`config.mk`:
```
export PLATFORM = sky130hd
export DESIGN_NAME = ils_cell
export DESIGN_NICKNAME = d
export VERILOG_FILES = /design/src/rtl/ils_pkg.sv /design/src/rtl/ils_cell.sv
export SDC_FILE = /design/constraint.sdc
export NUM_CORES = 1
export LEC_CHECK = 0
export ABC_CLOCK_PERIOD_IN_PS = 4200
export BUFFER_PORTS_ARGS = -buffer_cell sky130_fd_sc_hd__buf_2
export CAP_MARGIN = 20
export CORE_MARGIN = 10
export CORE_UTILIZATION = 30
export CTS_CLUSTER_DIAMETER = 100
export DETAILED_ROUTE_END_ITERATION = 8
export GPL_ROUTABILITY_DRIVEN = 0
export GPL_TIMING_DRIVEN = 0
export PLACE_DENSITY = 0.57
export SLEW_MARGIN = 15
export SYNTH_ARGS = -nofsm -noshare
export SYNTH_HDL_FRONTEND = slang
export SYNTH_SLANG_ARGS = --single-unit
```
`constraint.sdc`:
```
create_clock -name clk -period 4.2 [get_ports clk]
set_input_delay 0.63 -clock clk [delete_from_list [all_inputs] [get_ports clk]]
set_output_delay 0.63 -clock clk [all_outputs]
set_load 0.01 [all_outputs]
```
`src/rtl/ils_pkg.sv`:
```
// ----------------------------------------------------------------------------
// ils_pkg
// Shared types and codes for the indexed list store: word widths, action
// and status codes, and the structs passed down and along the cell chain.
// ----------------------------------------------------------------------------
`timescale 1ns / 1ps
`default_nettype none

package ils_pkg;

    // fixed field widths
    localparam int DATA_W   = 32;
    localparam int POS_IN_W = 5;
    localparam int COUNT_W  = 5;
    localparam int FPOS_W   = 4;

    // default list depth
    localparam int CAPACITY_DEF = 16;

    // action codes
    localparam logic [1:0] ACT_READ   = 2'd0;
    localparam logic [1:0] ACT_INSERT = 2'd1;
    localparam logic [1:0] ACT_DELETE = 2'd2;
    localparam logic [1:0] ACT_SEARCH = 2'd3;

    // status codes
    localparam logic [1:0] ST_OK     = 2'd0;
    localparam logic [1:0] ST_FULL   = 2'd1;
    localparam logic [1:0] ST_BADPOS = 2'd2;

    // broadcast control for every cell
    typedef struct packed {
        logic              ins_en;
        logic              del_en;
        logic              srch;
        logic              rd_en;
        logic [DATA_W-1:0] data;
    } ils_ctrl_t;

    // running summary handed from cell to cell
    typedef struct packed {
        logic              has;
        logic              found;
        logic [DATA_W-1:0] max_v;
        logic [DATA_W-1:0] min_v;
        logic [DATA_W-1:0] rd;
    } ils_acc_t;

endpackage

`default_nettype wire

```
`src/rtl/ils_cell.sv`:
```
// ----------------------------------------------------------------------------
// ils_cell
// One list slot: holds an entry, shifts it to or from its neighbors on
// insert and delete, and folds its entry into the running summary word
// passed along the chain (max, min, first match, read data).
// ----------------------------------------------------------------------------
`timescale 1ns / 1ps
`default_nettype none

module ils_cell
    import ils_pkg::*;
#(
    parameter int IDX = 0,
    parameter int CW  = 5,
    parameter int PW  = 4
)(
    input  wire logic              clk,
    input  wire ils_ctrl_t         ctrl,
    input  wire logic [CW-1:0]     pos,
    input  wire logic [CW-1:0]     cnt,
    input  wire logic [DATA_W-1:0] left_entry,
    input  wire logic [DATA_W-1:0] right_entry,
    output logic      [DATA_W-1:0] entry,
    input  wire ils_acc_t          acc_in,
    input  wire logic [PW-1:0]     fpos_in,
    output ils_acc_t               acc_out,
    output logic      [PW-1:0]     fpos_out
);

    localparam logic [CW-1:0] IDX_W = CW'(IDX);
    localparam logic [CW-1:0] IDX_N = CW'(IDX + 1);
    localparam logic [PW-1:0] IDX_P = PW'(IDX);

    logic [DATA_W-1:0] entry_reg;
    ils_acc_t          acc_reg;
    ils_acc_t          acc_next;
    logic [PW-1:0]     fpos_reg;
    logic [PW-1:0]     fpos_next;
    logic              occ;
    logic              load;
    logic              shift_up;
    logic              shift_dn;

    // slot decode against position and count
    always_comb
    begin
        occ      = IDX_W < cnt;
        load     = ctrl.ins_en && (IDX_W == pos);
        shift_up = ctrl.ins_en && (IDX_W > pos) && (IDX_W <= cnt);
        shift_dn = ctrl.del_en && (IDX_W >= pos) && (IDX_N < cnt);
    end

    // entry storage with neighbor shifts
    always_ff @(posedge clk)
    begin
        priority if (load)
            entry_reg <= ctrl.data;
        else if (shift_up)
            entry_reg <= left_entry;
        else if (shift_dn)
            entry_reg <= right_entry;
        else
            entry_reg <= entry_reg;
    end

    // fold this entry into the summary word
    always_comb
    begin
        acc_next  = acc_in;
        fpos_next = fpos_in;
        if (occ)
        begin
            if (!acc_in.has || ($signed(entry_reg) > $signed(acc_in.max_v)))
                acc_next.max_v = entry_reg;
            if (!acc_in.has || ($signed(entry_reg) < $signed(acc_in.min_v)))
                acc_next.min_v = entry_reg;
            acc_next.has = 1'b1;
            if (ctrl.srch && !acc_in.found && (entry_reg == ctrl.data))
            begin
                acc_next.found = 1'b1;
                fpos_next      = IDX_P;
            end
            if (ctrl.rd_en && (IDX_W == pos))
                acc_next.rd = entry_reg;
        end
    end

    // summary register toward the next cell
    always_ff @(posedge clk)
    begin
        acc_reg  <= acc_next;
        fpos_reg <= fpos_next;
    end

    assign entry    = entry_reg;
    assign acc_out  = acc_reg;
    assign fpos_out = fpos_reg;

endmodule

`default_nettype wire

```
==> results of run 1 <==
==> cells by family after synthesis <==
| group | count (synthesis) |
|---|---|
| flip-flops | 134 |
| XOR/XNOR | 32 |
| AO/OA/AOI/OAI | 60 |
| AND/OR/NAND/NOR | 67 |
| adder cells (fa/ha/maj) | 63 |
| multiplexers | 127 |
| buffers and inverters | 77 |
==> path summary, 6_finish.rpt <==
path                       to  depth (start not counted)      start
setup reg to reg  acc_out[35]                          9  entry[25]
hold reg to reg   acc_out[64]                          1   entry[0]
setup / recovery  acc_out[35]                          9  entry[25]
hold / removal     acc_out[0]                          3  acc_in[0]
==> power by group through the flow <==
stage | Clock, W | Sequential [W] | Combinational (W)
global placement | 0 | 0.00144 | 0.000510
floorplan | 0 | 0.00148 | 0.000240
detailed placement | 0 | 0.00145 | 0.000516
CTS | 0.00156 | 0.00142 | 0.000519
finish | 0.00152 | 0.00142 | 0.000509
global route | 0.00160 | 0.00142 | 0.000561
==> final cells by class <==
class / instances / area, sq um / share of cell area
Multi-Input combinational cell: 349 / 3490 / 0.371
Tap cell: 285 / 357 / 0.0380
Inverter: 65 / 244 / 0.0260
Sequential cell: 134 / 3000 / 0.320
Buffer: 12 / 93.8 / 0.00999
Antenna cell: 1 / 2.50 / 0.000266
Timing Repair Buffer: 318 / 1610 / 0.171
Clock buffer: 24 / 547 / 0.0582
Clock inverter: 8 / 56.3 / 0.00599
==> cells in the mapped netlist (2+ instances only) <==
cell type	n
a21o_1	15
nor3_1	4
edfxtp_1	32
nand2_1	8
nand2b_1	2
nand3_1	5
a21oi_1	24
and2_1	4
xnor2_1	27
mux2_4	43
mux2_2	84
xor2_1	5
o211ai_1	2
ha_1	63
buf_2	3
nand4_1	22
o21ai_0	6
dfxtp_1	102
nor4_1	3
inv_1	65
a211oi_1	4
or3_1	3
nor2b_1	2
buf_1	3
a21oi_2	2
nor2_1	6
buf_6	6
==> worst max-delay path, stage by stage, from the launching register on <==
cell and delay, ns:
edfxtp_1 0.52, ha_1 0.37, a21o_1 0.18, a21o_1 0.17, a21oi_1 0.27, a2bb2oi_1 0.23, a21oi_1 0.13, nor3b_4 0.53
buf_6 0.27, mux2_2 0.35
==> per-stage QoR <==
stage	area [sq um]	util
2_1_floorplan	6820	-
4_1_cts	9390	0.417
3_5_place_dp	8790	0.391
3_3_place_gp	8750	0.389
6_report	9390	0.417
5_1_grt	9390	0.417
==> layer usage <==
metal | share of wire | track usage
met5 | 0.0013 | 0
met2 | 0.48 | 0.273
met1 | 0.43 | 0.205
met4 | 0.0091 | 0.0378
met3 | 0.082 | 0.0567
==> results.json, run 1 <==
{
  "worstSetupPathType": "reg -> reg",
  "boundaryPins": 347,
  "finalMaxSlewViolations": 0,
  "nFillCells": 2241,
  "grt_max_degree": 17,
  "layout_common_cells": "buf_2, dfxtp_1, mux2_2",
  "syn-num-nets": 836,
  "largest_reg_flops": 98,
  "synth_area_sq_mm": 0.00682,
  "synthToLayoutAreaGrowth_pct": 37.7,
  "yosys-mux-area-fraction": 0.233,
  "tns_ns": 0,
  "h-tree-depth": 4,
  "hold_ws_ns": 0.410,
  "synth.avg_cell_area_sq_um": 12.2,
  "ys_types": 42,
  "numCtsBuffers": 17,
  "cp_data_arrival_time_ns": 3.44,
  "die_area_sq_mm": 0.0292,
  "ant_nets": 0,
  "final_nets": 1173,
  "grt_usage": 0.166,
  "fmax_ghz": 0.319,
  "synthCells": 560,
  "period_share": 0.747,
  "start_kind": "flip-flop",
  "drc": 0,
  "power_frac_seq": 0.412,
  "dieWidth_um": 171,
  "synth_xor_area_frac": 0.0411,
  "finalSetupViolCount": 0,
  "antenna_found_initial": 4,
  "synth_top_family_by_area": "multiplexers",
  "final_layout_size_suffix_gt1_frac": 0.542,
  "rsz0062_at_grt": "no",
  "viasPerCell": 4.51,
  "power_frac_comb": 0.148,
  "path_max_fanout": 10,
  "crit_path_end_kind": "flip-flop",
  "p_sw_w": 0.000864,
  "netSwitchingFraction": 0.251,
  "grt_pass1_wl_um": 36200,
  "cts.sinks": 134,
  "final_common_cell": "buf_2",
  "drt-pass1-iter-count": 4,
  "wl_per_cell_um": 20.6,
  "yosys.area_share.adder": 0.116,
  "reg2reg_slack_ns": 1.06,
  "synthTopCellsByArea": "dfxtp_1, edfxtp_1, mux2_2",
  "drv_cap": 0,
  "overflow": 0,
  "core-area_sq_mm": 0.0225,
  "yosysTopAreaCell": "dfxtp_1",
  "synth_top_area_frac": 0.299,
  "maxSlewHeadroom": 0.483,
  "power_density_mw_per_mm2": 366,
  "vias": 5398,
  "ys_warn_count": 0,
  "min_path_type": "in -> reg",
  "skew_ns": 0.0111,
  "hold_viol_final": 0,
  "first_iter_violations": 183,
  "post_cts_buffers": 0,
  "outcome": "completed",
  "totalPowerFinal_w": 0.00344,
  "synth_edf_count": 32,
  "async_flop_share": 0,
  "leakage_nw": 4.71,
  "clkPwrFrac": 0.440,
  "hpwlAfterDp_um": 20400,
  "cts_resized": 0,
  "rows": 55,
  "cts_tree": "yes",
  "placedCellCount": 1163,
  "cts_buffer_depth": 2,
  "instances_no_fill": 1196,
  "ys_ff_latch": 134,
  "synth_ff_type": "dfxtp_1",
  "dp_slack_ns": 0.891,
  "clk_root_buffer_cell": "clkbuf_16",
  "tightestPinTransition_ns": 0.775,
  "drt_wl_total_um": 24700,
  "hold_buffers": 0,
  "required_ns": 4.50,
  "seq_area_frac_synth": 0.440,
  "cts.clk_slew.worst_paths_ns": 0.07,
  "clk_latency_ns": 0.42,
  "synth_compound_area_frac": 0.0600,
  "portBuffers": 314,
  "synthSimpleGateAreaFrac": 0.0603,
  "start_util": 0.303,
  "grt_pass1_vias": 5807,
  "die_h_um": 171,
  "p_int_w": 0.00258,
  "final.setup.worst_slack_ns": 1.06,
  "fin_crit_ns": 3.14,
  "ir_drop_v": 0.000298
}
Power figures use the tool's default switching activity.
==> run 2, diff against run 1 <==
--- a/config.mk
+++ b/config.mk
@@ -5,7 +5,8 @@
 export SDC_FILE = /design/constraint.sdc
 export NUM_CORES = 1
 export LEC_CHECK = 0
-export ABC_CLOCK_PERIOD_IN_PS = 4200
+export ABC_AREA = 1
+export ABC_CLOCK_PERIOD_IN_PS = 2700
 export BUFFER_PORTS_ARGS = -buffer_cell sky130_fd_sc_hd__buf_2
 export CAP_MARGIN = 20
 export CORE_MARGIN = 10
@@ -14,7 +15,7 @@
 export DETAILED_ROUTE_END_ITERATION = 8
 export GPL_ROUTABILITY_DRIVEN = 0
 export GPL_TIMING_DRIVEN = 0
-export PLACE_DENSITY = 0.57
+export PLACE_DENSITY = 0.58
 export SLEW_MARGIN = 15
 export SYNTH_ARGS = -nofsm -noshare
 export SYNTH_HDL_FRONTEND = slang
==> constraint.sdc (replaced) <==
create_clock -name clk -period 2.7 [get_ports clk]
set_input_delay 0.405 -clock clk [delete_from_list [all_inputs] [get_ports clk]]
set_output_delay 0.405 -clock clk [all_outputs]
set_load 0.01 [all_outputs]
==> results.json, run 2 <==
{
  "yosysMostFrequentCell": "nand2_1",
  "wl_per_cell_um": 18.9,
  "rows": 56,
  "crit_path_end_kind": "flip-flop",
  "antenna_found_initial": 2,
  "post_dp_cell_area_sq_mm": 0.00912,
  "tightestPinTransition_ns": 0.730,
  "ys_types": 39,
  "drt_wl_total_um": 29300,
  "die_area_sq_mm": 0.0302,
  "ir_drop_v": 0.000337,
  "holdPathEnd": "acc_out[25]",
  "skew_ns": 0.0126,
  "ys_ff_latch": 134,
  "finalMaxSlewViolations": 0,
  "drt-pass1-iter-count": 7,
  "rsz0062_at_grt": "no",
  "die_h_um": 174,
  "cts.sinks": 134,
  "ys_warn_count": 0,
  "overflow": 0,
  "reg2reg_to": "acc_out[46]",
  "largest_reg_flops": 98,
  "boundaryPins": 347,
  "grt_pass1_vias": 7189,
  "final_common_cell": "buf_2",
  "cts_tree": "yes",
  "final_util": 0.417,
  "synth_area_sq_mm": 0.00711,
  "vias": 6961,
  "dp_slack_ns": 0.0569,
  "synth.avg_cell_area_sq_um": 8.09,
  "start_kind": "flip-flop",
  "synthToLayoutAreaGrowth_pct": 37.2,
  "yosys-top-cells-count": "nand2_1, inv_1, dfxtp_1",
  "worstSetupPathType": "reg -> reg",
  "synthTopCellsByArea": "dfxtp_1, edfxtp_1, nand2_1",
  "multi_input_area_sq_mm": 0.00345,
  "cts.clk_slew.worst_paths_ns": 0.07,
  "totalPowerFinal_w": 0.00561,
  "nFillCells": 2474,
  "cts_buffer_depth": 2,
  "leakage_nw": 5.30,
  "fin_crit_ns": 2.45,
  "period_share": 0.908,
  "final_layout_size_suffix_gt1_frac": 0.357,
  "placedCellCount": 1513,
  "fmax_ghz": 0.408,
  "instances_no_fill": 1548,
  "first_iter_violations": 413,
  "ant_nets": 0,
  "hp-start": "acc_in[25]",
  "core-area_sq_mm": 0.0234,
  "syn-num-nets": 1155,
  "yosysTopAreaCell": "dfxtp_1",
  "async_flop_share": 0,
  "grt_usage": 0.189,
  "synth_top_area_frac": 0.287,
  "portBuffers": 314,
  "outcome": "completed",
  "h-tree-depth": 4,
  "numCtsBuffers": 17,
  "start_util": 0.304,
  "design_area_sq_mm": 0.00975,
  "synthCells": 879,
  "final.setup.worst_slack_ns": 0.248,
  "ff2ff_path_depth": 11,
  "p_int_w": 0.00405,
  "synth_ff_type": "dfxtp_1",
  "required_ns": 3.01,
  "layout_common_cells": "buf_2, nand2_1, inv_1",
  "hpwlAfterDp_um": 24100,
  "synth_edf_count": 32,
  "finalSetupViolCount": 0,
  "whs_path_depth": 3,
  "p_sw_w": 0.00157,
  "drv_cap": 0,
  "power_density_mw_per_mm2": 576,
  "hold_viol_final": 0,
  "clk_root_buffer_cell": "clkbuf_16",
  "regArea_sq_mm": 0.00300,
  "clk_latency_ns": 0.43,
  "grt_max_degree": 18,
  "reg2reg_slack_ns": 0.25,
  "dieWidth_um": 174,
  "cp_data_arrival_time_ns": 2.76,
  "hold_buffers": 0,
  "power_frac_comb": 0.159,
  "final_nets": 1491,
  "path_max_fanout": 10,
  "seq_area_frac_synth": 0.423,
  "power_frac_seq": 0.401,
  "min_path_type": "in -> reg",
  "clkPwrFrac": 0.440,
  "grt_pass1_wl_um": 43700,
  "maxSlewHeadroom": 0.513,
  "viasPerCell": 4.50,
  "reg2reg_from": "entry[31]",
  "drc": 0,
  "netSwitchingFraction": 0.279
}
[run 2: cell count changes after synthesis, moves of 13 or more]
cell / before / now
a21o_1: 15 / 1
clkbuf_1: 0 / 15
inv_1: 65 / 123
mux2_2: 84 / 1
mux2_4: 43 / 0
nand2_1: 8 / 221
nand2_2: 0 / 62
nand3_1: 5 / 73
nand4_1: 22 / 5
nor2_1: 6 / 22
o21ai_0: 6 / 48
o22ai_1: 0 / 13
xnor2_1: 27 / 1
[run 2: critical path, stage by stage, from the launching register on]
cell	delay [ns]
edfxtp_1	0.54
ha_2	0.45
nand4_1	0.10
inv_1	0.08
nand4_1	0.17
a21oi_1	0.18
nor2_1	0.08
nand3_1	0.11
nand3_2	0.20
buf_2	0.27
nand3_1	0.09
nand2_1	0.07
[run 2: layer usage]
metal / wire [um] / global-route usage
met1: 12600 / 0.230
met2: 13900 / 0.316
met3: 2370 / 0.0644
met5: 0 / 0
met4: 374 / 0.0428
[run 2: logic make-up (layout without fill, tap and decap cells)]
group	after synthesis	count (layout)	share of synthesized area
simple gates	406	406	0.264
buf+inv	154	503	0.0944
flops	134	134	0.423
compound gates	100	100	0.0764
fa+ha+maj	63	63	0.111
mux	13	13	0.0206
xor+xnor	9	9	0.0111
other cells	0	1	0
[run 2: final cells by class]
cell class,instances,share of cell area
Antenna cell,1,0.000257
Tap cell,319,0.0409
Sequential cell,134,0.308
Clock buffer,18,0.0440
Timing Repair Buffer,317,0.166
Buffer,30,0.0210
Clock inverter,14,0.0180
Multi-Input combinational cell,591,0.354
Inverter,124,0.0477
[run 2: power by group through the flow]
stage / sequential (W) / combinational [W] / clock, W
6_report: 0.00225 / 0.000890 / 0.00247
3_5_place_dp: 0.00230 / 0.000899 / 0
3_3_place_gp: 0.00229 / 0.000884 / 0
5_1_grt: 0.00227 / 0.00101 / 0.00260
4_1_cts: 0.00225 / 0.000902 / 0.00253
2_1_floorplan: 0.00235 / 0.000403 / 0
[run 2: repair_timing]
action / CTS / global route
setup buffers: 0 / 2
resized for setup: 0 / 3
setup endpoints to repair: 0 / 60
[run 2: how the worst max path moves through the flow]
| stage | depth (start not counted) | start | endpoint | slack [ns] |
|---|---|---|---|---|
| floorplan | 4 | pos[3] | entry[0] | 0.58 |
| global placement | 5 | pos[3] | entry[3] | -0.14 |
| detailed placement | 7 | pos[3] | entry[2] | 0.06 |
| CTS | 12 | entry[31] | acc_out[46] | 0.10 |
| global route | 13 | entry[31] | acc_out[95] | 0.02 |
| finish | 11 | entry[31] | acc_out[46] | 0.25 |
[run 2: stage by stage]
step                      setup TNS (ns)  hold WS (ns)
after detailed placement               0         0.609
after global placement             -4.47         0.604
after global routing                   0         0.165
after CTS                              0         0.157
after floorplan                        0         0.506
final                                  0         0.176
==> run 3, diff against run 2 <==
--- a/config.mk
+++ b/config.mk
@@ -5,7 +5,6 @@
 export SDC_FILE = /design/constraint.sdc
 export NUM_CORES = 1
 export LEC_CHECK = 0
-export ABC_AREA = 1
 export ABC_CLOCK_PERIOD_IN_PS = 2700
 export BUFFER_PORTS_ARGS = -buffer_cell sky130_fd_sc_hd__buf_2
 export CAP_MARGIN = 20
@@ -15,7 +14,7 @@
 export DETAILED_ROUTE_END_ITERATION = 8
 export GPL_ROUTABILITY_DRIVEN = 0
 export GPL_TIMING_DRIVEN = 0
-export PLACE_DENSITY = 0.58
+export PLACE_DENSITY = 0.59
 export SLEW_MARGIN = 15
 export SYNTH_ARGS = -nofsm -noshare
 export SYNTH_HDL_FRONTEND = slang
==> results.json, run 3 (synthesis gave the netlist of run 1 again) <==
{
  "clk_root_buffer_cell": "clkbuf_16",
  "rsz0062_at_grt": "yes",
  "first_iter_violations": 254,
  "clk_latency_ns": 0.42,
  "nFillCells": 2146,
  "core-area_sq_mm": 0.0225,
  "antenna_found_initial": 1,
  "h-tree-depth": 4,
  "rows": 55,
  "hold_ws_ns": 0.192,
  "num_antenna_cells": 0,
  "viasPerCell": 4.56,
  "ant_nets": 0,
  "final_nets": 1236,
  "drv_cap": 0,
  "grt_pass1_wl_um": 37900,
  "die_h_um": 171,
  "cts.clk_slew.worst_paths_ns": 0.07,
  "period_share": 1.05,
  "final_layout_size_suffix_gt1_frac": 0.595,
  "cts_buffer_depth": 2,
  "min_path_type": "in -> reg",
  "ir_drop_v": 0.000380,
  "start_kind": "flip-flop",
  "overflow": 0,
  "grt_max_degree": 17,
  "required_ns": 3.01,
  "cts_tree": "yes",
  "vias": 5741,
  "dp_slack_ns": -0.478,
  "dieWidth_um": 171,
  "power_density_mw_per_mm2": 548,
  "crit_path_end_kind": "flip-flop",
  "grt_pass1_vias": 6240,
  "violations": "setup timing",
  "layout_common_cells": "buf_2, dfxtp_1, mux2_2",
  "largest_reg_flops": 98,
  "hpwlAfterDp_um": 20400,
  "path_max_fanout": 5,
  "leakage_nw": 5.09,
  "outcome": "finished, violations left",
  "drt-pass1-iter-count": 4,
  "wl_per_cell_um": 21.0,
  "design_area_sq_mm": 0.0102,
  "finalSetupViolCount": 64,
  "final.setup.worst_slack_ns": -0.140,
  "maxSlewHeadroom": 0.386,
  "portBuffers": 314,
  "fin_crit_ns": 2.84,
  "drc": 0,
  "drt_wl_total_um": 26500,
  "die_area_sq_mm": 0.0292,
  "grt_usage": 0.175,
  "fmax_ghz": 0.352,
  "start_util": 0.303,
  "synthToLayoutAreaGrowth_pct": 50.2,
  "worstSetupPathType": "reg -> reg",
  "cp_data_arrival_time_ns": 3.15,
  "post_dp_cell_area_sq_mm": 0.00882,
  "numCtsBuffers": 17,
  "tightestPinTransition_ns": 0.918,
  "final_common_cell": "buf_2",
  "skew_ns": 0.0113,
  "cts.sinks": 134,
  "hold_viol_final": 0,
  "boundaryPins": 347,
  "hold_buffers": 0,
  "finalMaxSlewViolations": 0
}
-- run 3: changes by cell type in the layout (fill, tap and decap cells not counted), sizes merged, moves of 13 or more --
cell   previous run  this run
nand2           285         8
mux2             13       127
nand3            76         5
inv             128        67
buf             332       391
o21ai            48         6
xnor2             1        27
nand4             5        22
nor2             23         7
a21o              1        16
o22ai            13         0
-- run 3: layout make-up --
class                           instances  area (sq um)  share of cell area
Sequential cell                       134          3000               0.293
Clock inverter                         10           143              0.0139
Clock buffer                           22           484              0.0473
Tap cell                              285           357              0.0348
Timing Repair Buffer                  383          2220               0.217
Multi-Input combinational cell        349          3690               0.360
Buffer                                 10           101             0.00989
Inverter                               65           244              0.0238
-- run 3: worst max-delay path: stages, from the launching register on --
cell	delay (ns)
edfxtp_1	0.47
ha_4	0.25
nor2b_1	0.12
o211ai_1	0.26
a21oi_4	0.09
a2111o_1	0.44
o211ai_1	0.30
o311ai_4	0.17
buf_6	0.16
clkbuf_16	0.16
mux2_4	0.30
-- run 3: through the flow --
stage                     power, W  instances  utilization  TNS (ns)
after detailed placement   0.00306       1161        0.392    -28.69
after CTS                  0.00561       1234        0.437     -6.69
after global routing       0.00585       1258        0.455    -12.02
after floorplan            0.00268        560            -         0
final                      0.00561       1258        0.455     -5.85
after global placement     0.00304       1159        0.389    -73.14
-- run 3: routing by layer --
| metal | GRT usage | wire (um) |
|---|---|---|
| met3 | 0.0585 | 2090 |
| met2 | 0.296 | 12900 |
| met1 | 0.209 | 11200 |
| met5 | 0 | 8 |
| met4 | 0.0446 | 245 |
-- run 3: final timing paths --
check | startpoint | to | slack [ns] | depth (start not counted)
max | entry[1] | acc_out[95] | -0.14 | 10
min reg2reg | entry[29] | acc_out[93] | 0.61 | 1
min | fpos_in[2] | fpos_out[2] | 0.19 | 2
max reg2reg | entry[1] | acc_out[95] | -0.14 | 10
-- run 3: power breakdown --
part	switching [W]	internal (W)
Combinational	0.000416	0.000489
Sequential	0.0000331	0.00216
Clock	0.000952	0.00156
Total	0.00140	0.00421
-- run 3: repair_timing --
item | CTS | global route
pin swaps | 12 | 16
buffers inserted | 42 | 22
resized for setup | 19 | 29
endpoints found under the setup margin | 64 | 64
gates cloned | 1 | 2
